$ cat src/hw/rtl/crc8_framed_packet_receiver_core_assert.svh
// Assertion macros shared by the receiver RTL.
`ifndef CRC8_FRAMED_PACKET_RECEIVER_CORE_ASSERT_SVH
`define CRC8_FRAMED_PACKET_RECEIVER_CORE_ASSERT_SVH

// A condition that must hold at every clock edge outside reset.
`define CRC8FPR_ASSERT_ALWAYS(lbl, expr, msg) \
  lbl: assert property (@(posedge clk) disable iff (rst) (expr)) else $error(msg);

// When the first condition holds, the second must hold in the next cycle.
`define CRC8FPR_ASSERT_NEXT(lbl, ante, cons, msg) \
  lbl: assert property (@(posedge clk) disable iff (rst) (ante) |=> (cons)) else $error(msg);

`endif

$ cat src/hw/rtl/crc8fpr_pkg.sv
// Package with the constants, types and functions of the framed packet receiver.
package crc8fpr_pkg;

  localparam int DATA_BYTES = 3;
  localparam int PHASE_W    = $clog2(DATA_BYTES + 2);
  localparam int PL_IDX_W   = (DATA_BYTES > 1) ? $clog2(DATA_BYTES) : 1;

  localparam logic [7:0] START_BYTE = 8'hFF;
  localparam logic [7:0] CRC_INIT   = 8'hFF;
  localparam logic [7:0] CRC_POLY   = 8'h31;
  localparam logic [7:0] CRC_MSB    = 8'h80;

  localparam logic [5:0] POS_OFFSET = 6'd25;
  // x / 10 equals (x * 205) >> 11 for every 8-bit x.
  localparam logic [7:0] DIV10_MUL  = 8'd205;
  localparam int         DIV10_SHR  = 11;

  localparam int         SCALE_W           = 10;
  localparam logic [9:0] ANGLE_SCALE_RESET = 10'd361;

  localparam logic [PHASE_W-1:0] PH_HUNT  = '0;
  localparam logic [PHASE_W-1:0] PH_CHECK = PHASE_W'(DATA_BYTES + 1);

  typedef logic [DATA_BYTES-1:0][7:0] payload_t;

  typedef struct packed {
    logic check_byte;  // the next item is the check byte
    logic crc_match;   // the offered byte equals the running CRC
  } frame_status_t;

  function automatic logic [7:0] crc8_step(input logic [7:0] crc, input logic [7:0] b);
    logic [7:0] c;
    c = crc ^ b;
    for (int i = 0; i < 8; i++) begin
      if ((c & CRC_MSB) != 8'd0) begin
        c = {c[6:0], 1'b0} ^ CRC_POLY;
      end else begin
        c = {c[6:0], 1'b0};
      end
    end
    return c;
  endfunction

  function automatic logic [5:0] peer_pos(input logic [7:0] b);
    logic [15:0] prod;
    prod = 16'(b) * 16'(DIV10_MUL);
    return 6'(prod[15:DIV10_SHR]) + POS_OFFSET;
  endfunction

endpackage

$ cat src/hw/rtl/crc8fpr_rx_if.sv
// Byte channel into the receiver.
interface crc8fpr_rx_if;
  logic       valid;
  logic       ready;
  logic [7:0] rx_byte;

  modport source (output valid, output rx_byte, input ready);
  modport sink (input valid, input rx_byte, output ready);
endinterface

$ cat src/hw/rtl/crc8fpr_peer_if.sv
// Result channel carrying decoded peer position and angle.
interface crc8fpr_peer_if;
  logic       valid;
  logic       ready;
  logic [5:0] peer_x;
  logic [5:0] peer_y;
  logic [9:0] peer_angle;

  modport source (output valid, output peer_x, output peer_y, output peer_angle, input ready);
  modport sink (input valid, input peer_x, input peer_y, input peer_angle, output ready);
endinterface

$ cat src/hw/rtl/crc8fpr_deframer.sv
// Frame hunting, payload capture and running CRC of the receiver.
module crc8fpr_deframer
  import crc8fpr_pkg::*;
(
  input  logic          clk,
  input  logic          rst,
  input  logic          accept,
  input  logic [7:0]    rx_byte,
  output frame_status_t status,
  output payload_t      payload
);

  `include "crc8_framed_packet_receiver_core_assert.svh"

  logic [PHASE_W-1:0]  phase;
  logic [7:0]          crc;
  logic [PHASE_W-1:0]  phase_dec;
  logic [PL_IDX_W-1:0] pidx;
  logic                in_payload;

  assign phase_dec  = phase - PHASE_W'(1);
  assign pidx       = phase_dec[PL_IDX_W-1:0];
  assign in_payload = (phase != PH_HUNT) && (phase != PH_CHECK);

  assign status.check_byte = (phase == PH_CHECK);
  assign status.crc_match  = (rx_byte == crc);

  always_ff @(posedge clk) begin
    if (rst) begin
      phase <= PH_HUNT;
      crc   <= CRC_INIT;
    end else if (accept) begin
      case (phase)
        PH_HUNT: begin
          if (rx_byte == START_BYTE) begin
            phase <= PHASE_W'(1);
            crc   <= CRC_INIT;
          end
        end
        PH_CHECK: begin
          phase <= PH_HUNT;
        end
        default: begin
          phase <= phase + PHASE_W'(1);
          crc   <= crc8_step(crc, rx_byte);
        end
      endcase
    end
  end

  always_ff @(posedge clk) begin
    if (accept && in_payload) begin
      payload[pidx] <= rx_byte;
    end
  end

  `CRC8FPR_ASSERT_ALWAYS(a_phase_range, phase <= PH_CHECK, "frame phase beyond check byte")
  `CRC8FPR_ASSERT_NEXT(a_check_ends_frame, accept && status.check_byte, phase == PH_HUNT,
                       "frame did not end after its check byte")

endmodule

$ cat src/hw/rtl/crc8_framed_packet_receiver_core.sv
// Top level of the CRC-8 framed packet receiver.
// Throughput: one byte item per cycle; only a check byte waits, and only while an
// earlier result sits untaken in the output register.
// Latency: a result is valid in the cycle after its check byte is accepted.
// Reset: hunting for a start byte, angle_scale back to 361, no result pending.
module crc8_framed_packet_receiver_core
  import crc8fpr_pkg::*;
(
  input  logic               clk,
  input  logic               rst,
  input  logic               cfg_wr_en,
  input  logic [SCALE_W-1:0] cfg_wr_data,
  crc8fpr_rx_if.sink         rx,
  crc8fpr_peer_if.source     peer
);

  `include "crc8_framed_packet_receiver_core_assert.svh"

  frame_status_t      status;
  payload_t           payload;
  logic               rx_accept;
  logic               frame_ok;
  logic [SCALE_W-1:0] angle_scale;
  logic               out_valid;
  logic [5:0]         out_x;
  logic [5:0]         out_y;
  logic [9:0]         out_angle;
  logic [17:0]        angle_prod;

  // Bytes that cannot produce a result are taken even while the output is full.
  assign rx.ready  = !status.check_byte || !out_valid || peer.ready;
  assign rx_accept = rx.valid && rx.ready;
  assign frame_ok  = rx_accept && status.check_byte && status.crc_match;

  crc8fpr_deframer u_deframer (
    .clk     (clk),
    .rst     (rst),
    .accept  (rx_accept),
    .rx_byte (rx.rx_byte),
    .status  (status),
    .payload (payload)
  );

  assign angle_prod = 18'(payload[2]) * 18'(angle_scale);

  always_ff @(posedge clk) begin
    if (rst) begin
      out_valid   <= 1'b0;
      angle_scale <= ANGLE_SCALE_RESET;
    end else begin
      if (cfg_wr_en) begin
        angle_scale <= cfg_wr_data;
      end
      if (frame_ok) begin
        out_valid <= 1'b1;
      end else if (peer.ready) begin
        out_valid <= 1'b0;
      end
    end
  end

  always_ff @(posedge clk) begin
    if (frame_ok) begin
      out_x     <= peer_pos(payload[0]);
      out_y     <= peer_pos(payload[1]);
      out_angle <= angle_prod[17:8];
    end
  end

  assign peer.valid      = out_valid;
  assign peer.peer_x     = out_x;
  assign peer.peer_y     = out_y;
  assign peer.peer_angle = out_angle;

  `CRC8FPR_ASSERT_NEXT(a_result_kept, out_valid && !peer.ready, out_valid,
                       "pending result dropped before it was taken")
  `CRC8FPR_ASSERT_NEXT(a_result_source, !frame_ok && !(out_valid && !peer.ready), !out_valid,
                       "result appeared without a matching check byte")

endmodule

$ cat src/flat_wrapper.sv
// flat-port wrapper written by rule: the top's interface ports become plain ports
module crc8_framed_packet_receiver_core_flat import crc8fpr_pkg::*;
  (clk, rst, cfg_wr_en, cfg_wr_data, rx_valid, rx_rx_byte, rx_ready, peer_valid, peer_peer_x, peer_peer_y, peer_peer_angle, peer_ready);
  crc8fpr_rx_if rx_i ();
  crc8fpr_peer_if peer_i ();
  input  logic clk;
  input  logic rst;
  input  logic cfg_wr_en;
  input  logic [SCALE_W-1:0] cfg_wr_data;
  input wire logic [$bits(rx_i.valid)-1:0] rx_valid;
  input wire logic [$bits(rx_i.rx_byte)-1:0] rx_rx_byte;
  output wire logic [$bits(rx_i.ready)-1:0] rx_ready;
  output wire logic [$bits(peer_i.valid)-1:0] peer_valid;
  output wire logic [$bits(peer_i.peer_x)-1:0] peer_peer_x;
  output wire logic [$bits(peer_i.peer_y)-1:0] peer_peer_y;
  output wire logic [$bits(peer_i.peer_angle)-1:0] peer_peer_angle;
  input wire logic [$bits(peer_i.ready)-1:0] peer_ready;
  assign rx_i.valid = rx_valid;
  assign rx_i.rx_byte = rx_rx_byte;
  assign rx_ready = rx_i.ready;
  assign peer_valid = peer_i.valid;
  assign peer_peer_x = peer_i.peer_x;
  assign peer_peer_y = peer_i.peer_y;
  assign peer_peer_angle = peer_i.peer_angle;
  assign peer_i.ready = peer_ready;
  crc8_framed_packet_receiver_core u_core (.clk(clk), .rst(rst), .cfg_wr_en(cfg_wr_en), .cfg_wr_data(cfg_wr_data), .rx(rx_i), .peer(peer_i));
endmodule
$ cat config.mk
export PLATFORM = sky130hd
export DESIGN_NAME = crc8_framed_packet_receiver_core_flat
export DESIGN_NICKNAME = d
export VERILOG_FILES = /design/src/hw/rtl/crc8fpr_pkg.sv /design/src/hw/rtl/crc8fpr_rx_if.sv /design/src/hw/rtl/crc8fpr_peer_if.sv /design/src/hw/rtl/crc8fpr_deframer.sv /design/src/hw/rtl/crc8_framed_packet_receiver_core.sv /design/src/flat_wrapper.sv
export VERILOG_INCLUDE_DIRS = /design/src /design/src/hw/rtl
export SDC_FILE = /design/constraint.sdc
export NUM_CORES = 1
export LEC_CHECK = 0
export ABC_AREA = 1
export ABC_CLOCK_PERIOD_IN_PS = 5300
export BUFFER_PORTS_ARGS = -buffer_cell sky130_fd_sc_hd__clkbuf_2
export CAP_MARGIN = 20
export CORE_MARGIN = 2
export CORE_UTILIZATION = 35
export DETAILED_ROUTE_END_ITERATION = 12
export PLACE_DENSITY = 0.48
export SLEW_MARGIN = 20
export SYNTH_ARGS = -nofsm -noshare
export SYNTH_HDL_FRONTEND = slang
export SYNTH_SLANG_ARGS = --single-unit
$ cat constraint.sdc
create_clock -name clk -period 5.3 [get_ports clk]
set_clock_uncertainty 0.05 [all_clocks]
set_input_delay 0.265 -clock clk [delete_from_list [all_inputs] [get_ports clk]]
set_output_delay 0.265 -clock clk [all_outputs]
set_load 0.02 [all_outputs]
==> impl_metrics.env <==
export IMPL_min_period_ps=4428
export IMPL_grt_pass1_vias=6160
export IMPL_synthCells=1046
export IMPL_power_leakage_nw=5.193
export IMPL_ir_drop_mv=0.1307
export IMPL_setup_viol=0
export IMPL_ys_seq_area_share_pct=22.07
export IMPL_netlist_area_um2=8253
export IMPL_coreArea_um2=23330
export IMPL_period_share_pct=83.54
export IMPL_slew_viol_final=0
export IMPL_criticalPathCategory="reg -> reg"
export IMPL_synth_async_reset_ratio_pct=0
export IMPL_start_util_pct=35.37
export IMPL_crit_fanout=10
export IMPL_synthFlopType="edfxtp_1"
export IMPL_drt_pass1_iterations=7
export IMPL_synth_seq_cells=68
export IMPL_fin_ws_ps=872.4
export IMPL_vias=6257
export IMPL_drcViolationCount=0
export IMPL_synth_top_area_share_pct=19.41
export IMPL_clk_latency_ps=340
export IMPL_portBuffers=46
export IMPL_dp_hpwl_mm=14.35
export IMPL_status="finished, final reports clean"
export IMPL_yosysTopAreaCell="ha_1"
export IMPL_n_antenna_cell=0
export IMPL_synth_edf_count=46
export IMPL_wl_mm=17.46
export IMPL_root_buffer="clkbuf_16"
export IMPL_max_cap_violations=0
export IMPL_cts_tree="yes"
export IMPL_grtUsageTotal_pct=15.55
export IMPL_synth_warnings=0
export IMPL_worst_pin_slew_ps=678.2
export IMPL_max_slew_margin_pct=54.62
export IMPL_cts_setup_buffers=0
export IMPL_antenna_found_initial=0
export IMPL_syn_nets=1266
export IMPL_die_area_um2=24820
export IMPL_fmax_mhz=225.9
export IMPL_setup_worst_path_start_class="register"
export IMPL_layout_drive_gt1_share_pct=8.096
export IMPL_boundaryPins=47
export IMPL_fp_dieW_um=157.6
export IMPL_clk_pin_slew_ps=70
export IMPL_hold_buffers=0
export IMPL_rsz0062_at_grt="no"
export IMPL_htreeDepth=3
export IMPL_cts_made_buffers=9
export IMPL_cp_arrival_ps=4470
export IMPL_required_ps=5340
export IMPL_vias_per_cell=4.450
export IMPL_grt_ovfl_total=0
export IMPL_clock_sinks=68
export IMPL_rows=56
export IMPL_synth_area_top_cells="ha_1 19%, edfxtp_1 17%, fa_1 17%"
export IMPL_finalWeightedCongestion=0.8371
export IMPL_mostFrequentLayoutCells="264 x nand2_1, 259 x inv_1, 128 x ha_1"
export IMPL_wl_per_cell_um=12.42
export IMPL_area_growth_pct=10.05
export IMPL_powerDensity_nw_per_um2=209.1
export IMPL_die_height_um=157.6
export IMPL_grt_pass1_wl_mm=30.40
export IMPL_hold_class="in -> reg"
export IMPL_mostFrequentLayoutCell="nand2_1"
export IMPL_cts_buffer_depth=2
export IMPL_p_total_mw=1.899
export IMPL_dp_slack_ps=848.4
export IMPL_cts_resized=0
export IMPL_nets=1302
export IMPL_antenna_left=0
export IMPL_avgSynthCellArea_um2=7.890
export IMPL_grt_max_degree=24
export IMPL_tns_ps=0
export IMPL_end_kind="register"
export IMPL_hold_viol=0
export IMPL_ys_types=45
export IMPL_drt_iter0_drc=245
[through the flow]
stage	hold WS (ps)	utilization, %	instances	cell area (µm²)
3_5_place_dp	429.2	37.62	1390	8777
2_1_floorplan	313.9	-	1046	8253
5_1_grt	81.43	38.93	1406	9082
3_3_place_gp	425.8	37.62	1390	8777
6_report	86.51	38.93	1406	9082
4_1_cts	67.90	38.93	1406	9082
[cell families after synthesis]
logic type,share of synthesized area [%]
compound gates,5.276
buf+inv,13.31
xor+xnor,2.850
fa+ha+maj,36.14
flops,22.07
simple gates,20.35
[power breakdown]
part,switching [mW],internal [mW]
Sequential,0.0159,0.594
Combinational,0.402,0.242
Clock,0.271,0.374
[metal layers]
layer	GRT usage, %	up-vias	wire length, µm	share of wire (%)
li1	-	3290	-	-
met5	0	-	0	0
met4	2.987	0	144	0.82
met1	21.24	2885	8743	50
met2	26.26	73	8147	47
met3	2.340	9	424	2.4
[area by class of cell]
class,instances,area [µm²]
clock buffer,9,225.2
inverter,264,993.5
timing repair buffer,46,230.2
clock inverter,7,80.08
tap,319,399.1
fill,2439,14250
sequential,68,1822
multi-input combinational,693,5333
[critical path, cell delays in order, from the launching register on]
cell      delay [ps]
edfxtp_1         570
nand2_1          130
inv_1             60
fa_1             570
fa_1             450
fa_1             540
inv_1             50
fa_1             520
inv_1             40
ha_1             370
a21oi_1          290
o21ai_0          140
a21oi_1          160
nand2_1           90
xor2_1           140
[cells in the mapped netlist (2+ instances only)]
| cell type | instances |
|---|---|
| clkbuf_1 | 17 |
| a21oi_1 | 34 |
| xor2_1 | 11 |
| a21o_1 | 3 |
| nand2_1 | 264 |
| nor2_1 | 48 |
| o21ai_0 | 18 |
| nand3_1 | 47 |
| o31ai_1 | 2 |
| o21ai_2 | 2 |
| o21ai_1 | 2 |
| nand3b_1 | 2 |
| nor3_1 | 4 |
| nand2_2 | 8 |
| edfxtp_1 | 46 |
| nand3_2 | 2 |
| inv_1 | 259 |
| o21bai_1 | 3 |
| inv_2 | 3 |
| dfxtp_1 | 22 |
| xnor2_1 | 14 |
| fa_1 | 69 |
| buf_6 | 3 |
| nand2_4 | 3 |
| ha_1 | 128 |
| nand4_1 | 13 |
[worst paths after layout]
kind                                               startpoint                   endpoint  slack, ps  cells after the start
worst min-delay path                           cfg_wr_data[8]      u_core.angle_scale[8]         90                      3
worst min register to register       u_core.u_deframer.crc[0]   u_core.u_deframer.crc[0]        440                      2
worst max-delay path            u_core.u_deframer.payload[20]  u_core.peer.peer_angle[8]        870                     14
worst max register to register  u_core.u_deframer.payload[20]  u_core.peer.peer_angle[8]        870                     14
[state kept, by name (all words and copies together) (netlist names)]
register                   flops
u_core.u_deframer.payload     24
u_core.angle_scale            10
u_core.peer.peer_angle        10
u_core.u_deframer.crc          8
u_core.peer.peer_x             6
u_core.peer.peer_y             6
u_core.u_deframer.phase        3
u_core.peer.valid              1
Note: power is estimated with default switching activity, not from simulation.
